File: config.mk
export PLATFORM = sky130hd
export DESIGN_NAME = i2c_bit_level_master
export DESIGN_NICKNAME = d
export VERILOG_FILES = /design/src/hw/rtl/i2cblm_pkg.sv /design/src/hw/rtl/i2c_bit_level_master.sv /design/src/hw/rtl/i2cblm_seq.sv
export SDC_FILE = /design/constraint.sdc
export NUM_CORES = 1
export LEC_CHECK = 0
export ABC_AREA = 1
export BUFFER_PORTS_ARGS = -buffer_cell sky130_fd_sc_hd__buf_2
export CAP_MARGIN = 20
export CORE_MARGIN = 4
export CORE_UTILIZATION = 60
export DETAILED_ROUTE_END_ITERATION = 7
export PLACE_DENSITY = 0.88
export SETUP_SLACK_MARGIN = 0.05
export SLEW_MARGIN = 20
export SYNTH_ARGS = -nofsm -noshare
export SYNTH_HDL_FRONTEND = slang
export SYNTH_SLANG_ARGS = --single-unit
export TNS_END_PERCENT = 10
File: constraint.sdc
create_clock -name clk_i -period 3.7 [get_ports clk_i]
set_clock_uncertainty 0.15 [all_clocks]
set_input_delay 0.555 -clock clk_i [delete_from_list [all_inputs] [get_ports clk_i]]
set_output_delay 0.555 -clock clk_i [all_outputs]
set_load 0.03 [all_outputs]
File: src/hw/rtl/i2cblm_pkg.sv
package i2cblm_pkg;

  localparam logic [7:0] AckTimeoutReset = 8'd250;
  localparam logic [4:0] SendLastPhase   = 5'd24;
  localparam logic [4:0] ReadBitPhases   = 5'd16;

  typedef enum logic [2:0] {
    CMD_NONE  = 3'd0,
    CMD_START = 3'd1,
    CMD_STOP  = 3'd2,
    CMD_SEND  = 3'd3,
    CMD_READ  = 3'd4,
    CMD_WAIT  = 3'd5
  } cmd_e;

  typedef enum logic [1:0] {
    SUB_SET_SDA = 2'd0,
    SUB_SCL_HI  = 2'd1,
    SUB_SCL_LO  = 2'd2
  } send_sub_e;

  typedef struct packed {
    logic [2:0] command;
    logic [7:0] tx_byte;
    logic       send_ack;
    logic       sda_in;
  } in_t;

  typedef struct packed {
    logic       scl;
    logic       sda_level;
    logic       sda_enable;
    logic       busy_res;
    logic       done_res;
    logic [7:0] rx_byte;
    logic       ack_failed;
  } out_t;

  typedef struct packed {
    cmd_e       cmd;
    logic [4:0] phase;
    send_sub_e  sub;
    logic [7:0] shift;
    logic [7:0] poll;
    logic       scl;
    logic       sda;
    logic       sda_en;
    logic       ack;
    logic       fail;
    logic [7:0] rx;
  } seq_state_t;

endpackage

File: src/hw/rtl/i2c_bit_level_master.sv
// Channel  | Direction | Handshake             | Payload
// in       | input     | in_valid_i / in_stall_o   | in_data_i (i2cblm_pkg::in_t)
// out      | output    | out_valid_o / out_stall_i | out_data_o (i2cblm_pkg::out_t)
// cfg      | input     | cfg_valid_i / cfg_ready_o | cfg_data_i (ack_timeout)
// One tick per clock while the result is not stalled: input register, one pass of phase logic, result register.
// A tick's result is registered in the result register after the input register and the phase logic;
// throughput is one per cycle while out_stall_i is low.
// Reset leaves lines released high, SCL high, no command active, timeout 250.
// A stalled result holds; the input register keeps taking ticks until it is full too.
module i2c_bit_level_master (
  input  logic             clk_i,
  input  logic             rst_ni,
  input  logic             in_valid_i,
  output logic             in_stall_o,
  input  i2cblm_pkg::in_t  in_data_i,
  output logic             out_valid_o,
  input  logic             out_stall_i,
  output i2cblm_pkg::out_t out_data_o,
  input  logic             cfg_valid_i,
  output logic             cfg_ready_o,
  input  logic [7:0]       cfg_data_i
);

  logic             in_vld_q;
  i2cblm_pkg::in_t  in_q;
  logic             out_vld_q;
  i2cblm_pkg::out_t out_q;
  i2cblm_pkg::out_t res;
  logic [7:0]       timeout_q;
  logic             adv;
  logic             step;

  assign adv        = !out_vld_q || !out_stall_i;
  assign step       = in_vld_q && adv;
  assign in_stall_o = in_vld_q && !adv;
  assign cfg_ready_o = 1'b1;

  always_ff @(posedge clk_i or negedge rst_ni) begin
    if (!rst_ni) begin
      in_vld_q  <= 1'b0;
      out_vld_q <= 1'b0;
      timeout_q <= i2cblm_pkg::AckTimeoutReset;
    end else begin
      if (!in_stall_o) in_vld_q <= in_valid_i;
      if (adv) out_vld_q <= in_vld_q;
      if (cfg_valid_i && cfg_ready_o) timeout_q <= cfg_data_i;
    end
  end

  always_ff @(posedge clk_i) begin
    if (!in_stall_o && in_valid_i) in_q <= in_data_i;
    if (step) out_q <= res;
  end

  i2cblm_seq u_seq (
    .clk_i         (clk_i),
    .rst_ni        (rst_ni),
    .en_i          (step),
    .item_i        (in_q),
    .ack_timeout_i (timeout_q),
    .res_o         (res)
  );

  assign out_valid_o = out_vld_q;
  assign out_data_o  = out_q;

endmodule

File: src/hw/rtl/i2cblm_seq.sv
module i2cblm_seq (
  input  logic             clk_i,
  input  logic             rst_ni,
  input  logic             en_i,
  input  i2cblm_pkg::in_t  item_i,
  input  logic [7:0]       ack_timeout_i,
  output i2cblm_pkg::out_t res_o
);

  i2cblm_pkg::seq_state_t st_q, st_d;
  logic                   fin;
  logic [4:0]             nxt;
  logic [8:0]             poll_inc;

  always_comb begin
    st_d     = st_q;
    fin      = 1'b0;
    poll_inc = 9'd0;
    if (st_q.cmd == i2cblm_pkg::CMD_NONE &&
        item_i.command >= 3'(i2cblm_pkg::CMD_START) &&
        item_i.command <= 3'(i2cblm_pkg::CMD_WAIT)) begin
      st_d.cmd   = i2cblm_pkg::cmd_e'(item_i.command);
      st_d.phase = 5'd0;
      st_d.poll  = 8'd0;
      if (item_i.command == 3'(i2cblm_pkg::CMD_SEND)) st_d.shift = item_i.tx_byte;
      if (item_i.command == 3'(i2cblm_pkg::CMD_READ)) st_d.ack = item_i.send_ack;
      if (item_i.command == 3'(i2cblm_pkg::CMD_WAIT)) st_d.fail = 1'b0;
    end
    nxt = st_d.phase + 5'd1;
    unique case (st_d.cmd)
      i2cblm_pkg::CMD_START: begin
        if (st_d.phase == 5'd0) begin
          st_d.sda_en = 1'b1;
          st_d.sda    = 1'b1;
        end else if (st_d.phase == 5'd1) begin
          st_d.scl = 1'b1;
        end else if (st_d.phase == 5'd2) begin
          st_d.sda = 1'b0;
        end else begin
          st_d.scl = 1'b0;
          fin      = 1'b1;
        end
      end
      i2cblm_pkg::CMD_STOP: begin
        if (st_d.phase == 5'd0) begin
          st_d.sda_en = 1'b1;
          st_d.scl    = 1'b0;
        end else if (st_d.phase == 5'd1) begin
          st_d.sda = 1'b0;
        end else if (st_d.phase == 5'd2) begin
          st_d.scl = 1'b1;
        end else begin
          st_d.sda = 1'b1;
          fin      = 1'b1;
        end
      end
      i2cblm_pkg::CMD_SEND: begin
        if (st_d.phase == 5'd0) begin
          st_d.sda_en = 1'b1;
          st_d.scl    = 1'b0;
          st_d.sub    = i2cblm_pkg::SUB_SET_SDA;
        end else begin
          unique case (st_d.sub)
            i2cblm_pkg::SUB_SET_SDA: begin
              st_d.sda   = st_d.shift[7];
              st_d.shift = {st_d.shift[6:0], 1'b0};
              st_d.sub   = i2cblm_pkg::SUB_SCL_HI;
            end
            i2cblm_pkg::SUB_SCL_HI: begin
              st_d.scl = 1'b1;
              st_d.sub = i2cblm_pkg::SUB_SCL_LO;
            end
            default: begin
              st_d.scl = 1'b0;
              st_d.sub = i2cblm_pkg::SUB_SET_SDA;
              if (st_d.phase >= i2cblm_pkg::SendLastPhase) fin = 1'b1;
            end
          endcase
        end
      end
      i2cblm_pkg::CMD_READ: begin
        if (st_d.phase < i2cblm_pkg::ReadBitPhases) begin
          if (!st_d.phase[0]) begin
            if (st_d.phase == 5'd0) st_d.sda_en = 1'b0;
            st_d.scl = 1'b0;
          end else begin
            st_d.scl = 1'b1;
            st_d.rx  = {st_d.rx[6:0], item_i.sda_in};
          end
        end else if (st_d.phase == 5'd16) begin
          st_d.scl = 1'b0;
        end else if (st_d.phase == 5'd17) begin
          st_d.sda_en = 1'b1;
          st_d.sda    = ~st_d.ack;
        end else if (st_d.phase == 5'd18) begin
          st_d.scl = 1'b1;
        end else begin
          st_d.scl = 1'b0;
          fin      = 1'b1;
        end
      end
      i2cblm_pkg::CMD_WAIT: begin
        if (st_d.phase == 5'd0) begin
          st_d.sda_en = 1'b0;
          st_d.sda    = 1'b1;
        end else if (st_d.phase == 5'd1) begin
          st_d.scl = 1'b1;
        end else begin
          nxt = 5'd2;
          if (!item_i.sda_in) begin
            st_d.scl = 1'b0;
            fin      = 1'b1;
          end else begin
            poll_inc = {1'b0, st_d.poll} + 9'd1;
            if (poll_inc > {1'b0, ack_timeout_i}) begin
              st_d.fail   = 1'b1;
              st_d.cmd    = i2cblm_pkg::CMD_STOP;
              st_d.sda_en = 1'b1;
              st_d.scl    = 1'b0;
              nxt         = 5'd1;
            end else begin
              st_d.poll = poll_inc[7:0];
            end
          end
        end
      end
      default: ;
    endcase
    if (st_d.cmd != i2cblm_pkg::CMD_NONE) begin
      if (fin) begin
        st_d.cmd   = i2cblm_pkg::CMD_NONE;
        st_d.phase = 5'd0;
      end else begin
        st_d.phase = nxt;
      end
    end
  end

  always_ff @(posedge clk_i or negedge rst_ni) begin
    if (!rst_ni) begin
      st_q <= '{cmd: i2cblm_pkg::CMD_NONE, phase: 5'd0, sub: i2cblm_pkg::SUB_SET_SDA,
                shift: 8'd0, poll: 8'd0, scl: 1'b1, sda: 1'b1, sda_en: 1'b0,
                ack: 1'b0, fail: 1'b0, rx: 8'd0};
    end else if (en_i) begin
      st_q <= st_d;
    end
  end

  assign res_o.scl        = st_d.scl;
  assign res_o.sda_level  = st_d.sda;
  assign res_o.sda_enable = st_d.sda_en;
  assign res_o.busy_res   = (st_d.cmd != i2cblm_pkg::CMD_NONE);
  assign res_o.done_res   = fin;
  assign res_o.rx_byte    = st_d.rx;
  assign res_o.ack_failed = st_d.fail;

endmodule
==> Yosys cells after proc, flatten, opt, wreduce, memory -nomap -nowiden <==
Cells that the tools add are included.
{ "word_totals": {"wordCells": 153, "inputBits": 26, "out_inout_bits": 17, "regBits": 76} }
{ "classes": {"order_cmp": 5, "reduce_logical": 18, "n_eq_ne": 14, "n_mux": 88, "addsub": 2, "bitwise_logic": 1} }
{ "op_table": {"columns": ["operator", "n"], "rows": [
  ["8-bit two-way mux", 13],
  ["1-bit two-way mux", 53],
  ["5-bit two-way mux", 5],
  ["3-bit two-way mux", 6],
  ["16-bit two-way mux", 1],
  ["5-bit equality test (second input constant)", 3],
  ["3-bit case mux with 5 select lines", 1],
  ["3-bit equality test (second input constant)", 4],
  ["2-bit two-way mux", 5],
  ["8-bit by 1-bit adder with 9-bit output (second input constant)", 1],
  ["3-bit by 2-bit equality test with 1-bit output (second input constant)", 3],
  ["9-bit by 8-bit > comparator with 1-bit output", 1],
  ["9-bit two-way mux", 1],
  ["3-bit nonzero test", 2],
  ["5-bit by 1-bit adder with 5-bit output (second input constant)", 1],
  ["5-bit by 1-bit equality test with 1-bit output (second input constant)", 1],
  ["5-bit by 2-bit equality test with 1-bit output (second input constant)", 1],
  ["5-bit >= comparator (second input constant)", 1],
  ["1-bit logical AND", 5],
  ["5-bit logical NOT", 1],
  ["5-bit < comparator (second input constant)", 1],
  ["1-bit logical NOT", 4],
  ["1-bit case mux with 4 select lines", 1],
  ["2-bit case mux with 2 select lines", 1],
  ["other kinds (11)", 12]
]} }

==> Depth between registers and ports, before layout <==
{ "depth": {"ltp_word": 14, "mapped_depth": 28, "ltp_nobuf": 26} }

==> By module <==
From an unflattened synthesis, not the netlist that was laid out.
{ "unflattened": {"hier_cells": 568, "area_unflattened_um2": 4568.1} }
{ "by_module_without_submodules": {"columns": ["mod", "area_each_um2", "cells_per_inst", "n_inst", "seq_area_each_um2"], "rows": [
  ["i2cblm_seq", 3337.0, 494, 1, 978.4],
  ["i2c_bit_level_master", 1231.2, 74, 1, 1068.5]
]} }

==> Least setup slack after synthesis <==
No wires, ideal clock.
{ "synth_path": {"path_kind": "register -> register", "startpoint": "register in_q[11] in the netlist's numbering", "endpoint": "register u_seq.st_q[17] in the netlist's numbering", "required_ps": 3395, "setup_slack_ps": 488, "stages_incl_launch_ff": 25, "t_arrival_ps": 2906, "synth_period_minus_slack_ps": 3212, "path_buffers": 2, "setup_ps": 155, "cell_sequence": "edfxtp_1 -> buf_4 -> inv_1 -> nand2_1 -> nor2_2 -> nor2_4 -> buf_6 -> nor2_1 -> ha_1 -> nand3_1 -> inv_1 -> nand2_1 -> o21ai_0 -> and2_1 -> inv_1 -> ha_1 -> a21o_1 -> a21oi_1 -> nand2_1 -> nand2_1 -> nand3_2 -> nor2_8 -> inv_2 -> nor2_1 -> o22ai_1"} }
{ "synth_via": {"elab_chain_len": 11, "elab_cells_between_ends": 16, "classes_between": "1 x add/sub; 3 x order compare; 2 x eq/ne; 7 x mux; 3 x reduce/logical"} }
{ "synth_lines": {"columns": ["item", "line", "text"], "rows": [
  ["start, declared", "i2c_bit_level_master.sv:25", "i2cblm_pkg::in_t in_q;"],
  ["start signal, assigned", "i2c_bit_level_master.sv:51", "if (!in_stall_o && in_valid_i) in_q <= in_data_i;"],
  ["3-bit by 1-bit >= comparator with 1-bit output", "i2cblm_seq.sv:20", "item_i.command >= 3'(i2cblm_pkg::CMD_START) &&"],
  ["1-bit logical AND", "i2cblm_seq.sv:19", "if (st_q.cmd == i2cblm_pkg::CMD_NONE &&"],
  ["1-bit logical AND", "i2cblm_seq.sv:20", null],
  ["16-bit two-way mux", "i2cblm_seq.sv:19", null],
  ["8-bit by 1-bit adder with 9-bit output", "i2cblm_seq.sv:114", "poll_inc = {1'b0, st_d.poll} + 9'd1;"],
  ["9-bit by 8-bit > comparator with 1-bit output", "i2cblm_seq.sv:115", "if (poll_inc > {1'b0, ack_timeout_i}) begin"],
  ["8-bit two-way mux", "i2cblm_seq.sv:115", null],
  ["8-bit two-way mux", "i2cblm_seq.sv:110", "if (!item_i.sda_in) begin"],
  ["8-bit two-way mux", "i2cblm_seq.sv:106", "end else if (st_d.phase == 5'd1) begin"],
  ["9-bit two-way mux", "i2cblm_seq.sv:103", "if (st_d.phase == 5'd0) begin"],
  ["8-bit two-way mux *", "i2cblm_seq.sv:30", "unique case (st_d.cmd)"],
  ["end signal, assigned", "i2cblm_seq.sv:141", "st_q <= '{cmd: i2cblm_pkg::CMD_NONE, phase: 5'd0, sub: i2cblm_pkg::SUB_SET_SDA,"],
  ["end signal, assigned", "i2cblm_seq.sv:145", "st_q <= st_d;"],
  ["end, declared", "i2cblm_seq.sv:10", "i2cblm_pkg::seq_state_t st_q, st_d;"]
]} }
Every way passes the cells marked *; elsewhere a longest branch is shown, timed or not.
A chain may end at the register's enable or synchronous reset.

==> Worst setup path in the final report <==
{ "layout_path": {"startpoint": "register in_q[12] in the netlist's numbering", "endpoint": "register u_seq.st_q[13] in the netlist's numbering"} }
Same word-level chain as after synthesis.

==> impl_metrics.yaml <==
run_status:
  status: "complete, no violations"
global_route:
  grt_max_degree: 38
  grt_first_pass_wirelength_mm: 16.5
  antenna_found_initial: 0
  grt_overflow_total: 0
  grt_pass1_vias: 3701
  grt.total_usage_pct: 23.4
power_and_ir_drop:
  pwr-share-seq_pct: 34.3
  power_frac_clock_pct: 14.8
  pwr-share-comb_pct: 50.9
  power_density_nw_per_um2: 741
  p_leak_nw: 2.47
  vdd_drop_max_mv: 0.373
  switching_share_pct: 46.3
  power.total_mw: 3.70
  switchingPower_mw: 1.71
  p_int_mw: 1.99
synthesis:
  synth_nets: 599
  ys_ff_latch: 76
  syn_inst: 560
  synth_edf_count: 27
  seq_area_frac_synth_pct: 45.7
  synthDistinctLibCells: 46
  synth.avg_cell_area_sq_um: 7.99
  yosysWarnings: 0
  syn-cell-area_sq_um: 4480
  ys.flop_type: "dfrtp_1"
  async_flop_share_pct: 64.5
clocking:
  holdBufCountCts: 0
  htreeDepth: 3
  cts_made_buffers: 9
  root_buffer: "clkbuf_8"
  clockBufferDepth: 2
  insertion_delay_ns: 0.36
  clkTransAtPathRegs_ns: 0.08
  cts_tree: "yes"
  clock-sinks: 76
critical_path:
  crit_slowest_cell: "edfxtp_1"
  r2r_start: "in_q[12]"
  critPathArrivalTime_ns: 3.51
  rrSetupSlack_ns: 0.27
  cp.required_ns: 3.79
  crit_path_frequent_cell: "nand2_1"
  critPathMaxFanout: 6
  startpoint_type: "flop"
  critPathKind: "flop to flop"
  cp_slowest_stage_delay_ns: 0.44
  worstSetupEndpointType: "flop"
  crit_start: "in_q[12]"
  reg2regPathDepth: 22
  rr_endpoint: "u_seq.st_q[13]"
  worstPathCellList: "inv_2, nand2_1, nor2_2, nor2_4, nor2_2, ha_1, nand3_2, inv_1, nand2_1, o21ai_0, and2_1, inv_1, ha_1, a21o_1, a21oi_1, nand2_1, nand2_2, nand3_4, nor2_8, buf_4, nand2_1, xor2_1"
routing:
  drcViolationCount: 0
  vias_per_cell: 5.42
  wl_per_cell_um: 13.7
  dr.pass1.iters: 5
  vias: 3858
  final_antenna_net_count: 0
  drt_iter0_drc: 390
  totalWireLength_mm: 9.77
layout:
  final_cells: 712
  drive_gt1_share_pct: 19.2
  final_util_pct: 68.9
  fillers: 593
  final_common_cell: "nand2_1"
  layout_common_cells: "156 x nand2_1, 73 x inv_1, 41 x dfrtp_1, 41 x buf_2, 40 x o21ai_0"
  diodes: 0
  syn2layout_area_growth_pct: 11.6
  final_nets: 647
floorplanning:
  coreArea_sq_um: 7250
  die_x_um: 94.4
  row_count: 31
  initial_core_util_pct: 61.7
  die_y_um: 94.4
  pin_count: 43
  design.die.area_sq_um: 8910
worst_hold_path:
  holdCritPathClass: "input pin to async pin"
sta:
  slew_violations: 0
  worst_pin_slew_ns: 0.656
  rsz0062_at_grt: "no"
  fmax_mhz: 292
  tns_ns: 0
  relSlewSlack_pct: 56.3
  fin_crit_ns: 3.43
  timing.final.crit_share_pct: 92.6
  setup_viol: 0
  hold_viol_final: 0
placement:
  gp_congestion: 0.922
  numPortBuffers: 41
  hpwl_mm: 6.92
  dp_cells: 687
flow_run:
  drv_cap: 0
[what timing repair did]
action                                  4_1_cts  5_1_grt
gates resized for setup                       0        7
setup buffers                                 0        9
endpoints found under the setup margin        0       15
[stage by stage]
| step | instance area, sq um | worst slack (ns) | hold WS (ns) |
|---|---|---|---|
| after floorplan | 4480 | 0.488 | 0.109 |
| after global placement | 4750 | 0.357 | 0.307 |
| after detailed placement | 4750 | 0.253 | 0.315 |
| after CTS | 4910 | 0.228 | 0.105 |
| after global routing | 5000 | 0.0271 | 0.112 |
| final | 5000 | 0.274 | 0.0728 |
[how the worst max path moves through the flow]
stage,end,depth (start not counted),slack (ns)
final,u_seq.st_q[13],22,0.27
after global routing,u_seq.st_q[13],22,0.03
after CTS,u_seq.st_q[20],23,0.23
after detailed placement,u_seq.st_q[20],23,0.25
after global placement,out_data_o[11],20,0.36
after floorplan,u_seq.st_q[17],24,0.49
[kinds of logic (layout without fill, tap and decap cells)]
logic type / after synthesis / count (layout) / synth area share, %
other cells: 1 / 1 / 0.0838
buf+inv: 97 / 150 / 8.78
mux: 1 / 1 / 0.252
fa+ha+maj: 13 / 13 / 3.63
xor+xnor: 9 / 9 / 1.76
simple gates: 271 / 271 / 28.5
flops: 76 / 76 / 45.7
compound gates: 92 / 92 / 11.3
[critical path: cells and delay by family, from the launching register on]
family | cells | cell delay, ns
and+or+nand+nor | 12 | 1.21
adders and majority gates | 2 | 0.50
DFF | 1 | 0.44
AOI/OAI and AO/OA | 3 | 0.43
xor gates and xnor gates | 1 | 0.16
buffers and inverters | 4 | 0.43
[synth_stat cells (9+ instances only)]
| cell type | count | area, sq um |
|---|---|---|
| o21ai_1 | 14 | 70.1 |
| nand4_1 | 9 | 56.3 |
| ha_1 | 13 | 163 |
| nand2_1 | 157 | 589 |
| edfxtp_1 | 27 | 811 |
| a21oi_1 | 21 | 105 |
| inv_1 | 73 | 274 |
| dfrtp_1 | 41 | 1030 |
| nand3_1 | 36 | 180 |
| nor2_1 | 34 | 128 |
| o21ai_0 | 40 | 200 |
[power by group through the flow]
stage	registers, mW	logic (mW)	clock network, mW
global placement	1.27	1.74	0
global route	1.29	2.12	0.594
detailed placement	1.28	1.80	0
floorplan	1.36	1.33	0
finish	1.27	1.88	0.548
CTS	1.27	1.81	0.547
[registers in the layout, indices dropped and copies added, names as in the netlist]
name         count
out_valid_o      1
in_q            13
u_seq.st_q      39
in_vld_q         1
timeout_q        8
out_data_o      14
[area by class of cell]
| class | instances | area, sq um | area share, % |
|---|---|---|---|
| Multi-Input combinational cell | 387 | 2060 | 41.2 |
| Inverter | 79 | 297 | 5.94 |
| Timing Repair Buffer | 55 | 310 | 6.21 |
| Sequential cell | 76 | 2050 | 41.0 |
| Clock inverter | 5 | 30.0 | 0.601 |
| Tap cell | 99 | 124 | 2.48 |
| Clock buffer | 11 | 131 | 2.63 |
[routing by layer]
metal	part of all wire, %	GRT usage, %	wire, um	vias up
met4	1.5	8.42	150	0
met3	6.0	3.82	589	18
li1	-	-	-	1911
met5	0	0	0	-
met1	44	30.7	4320	1795
met2	48	39.2	4710	134
No activity file was read; power rests on OpenSTA's default activity.
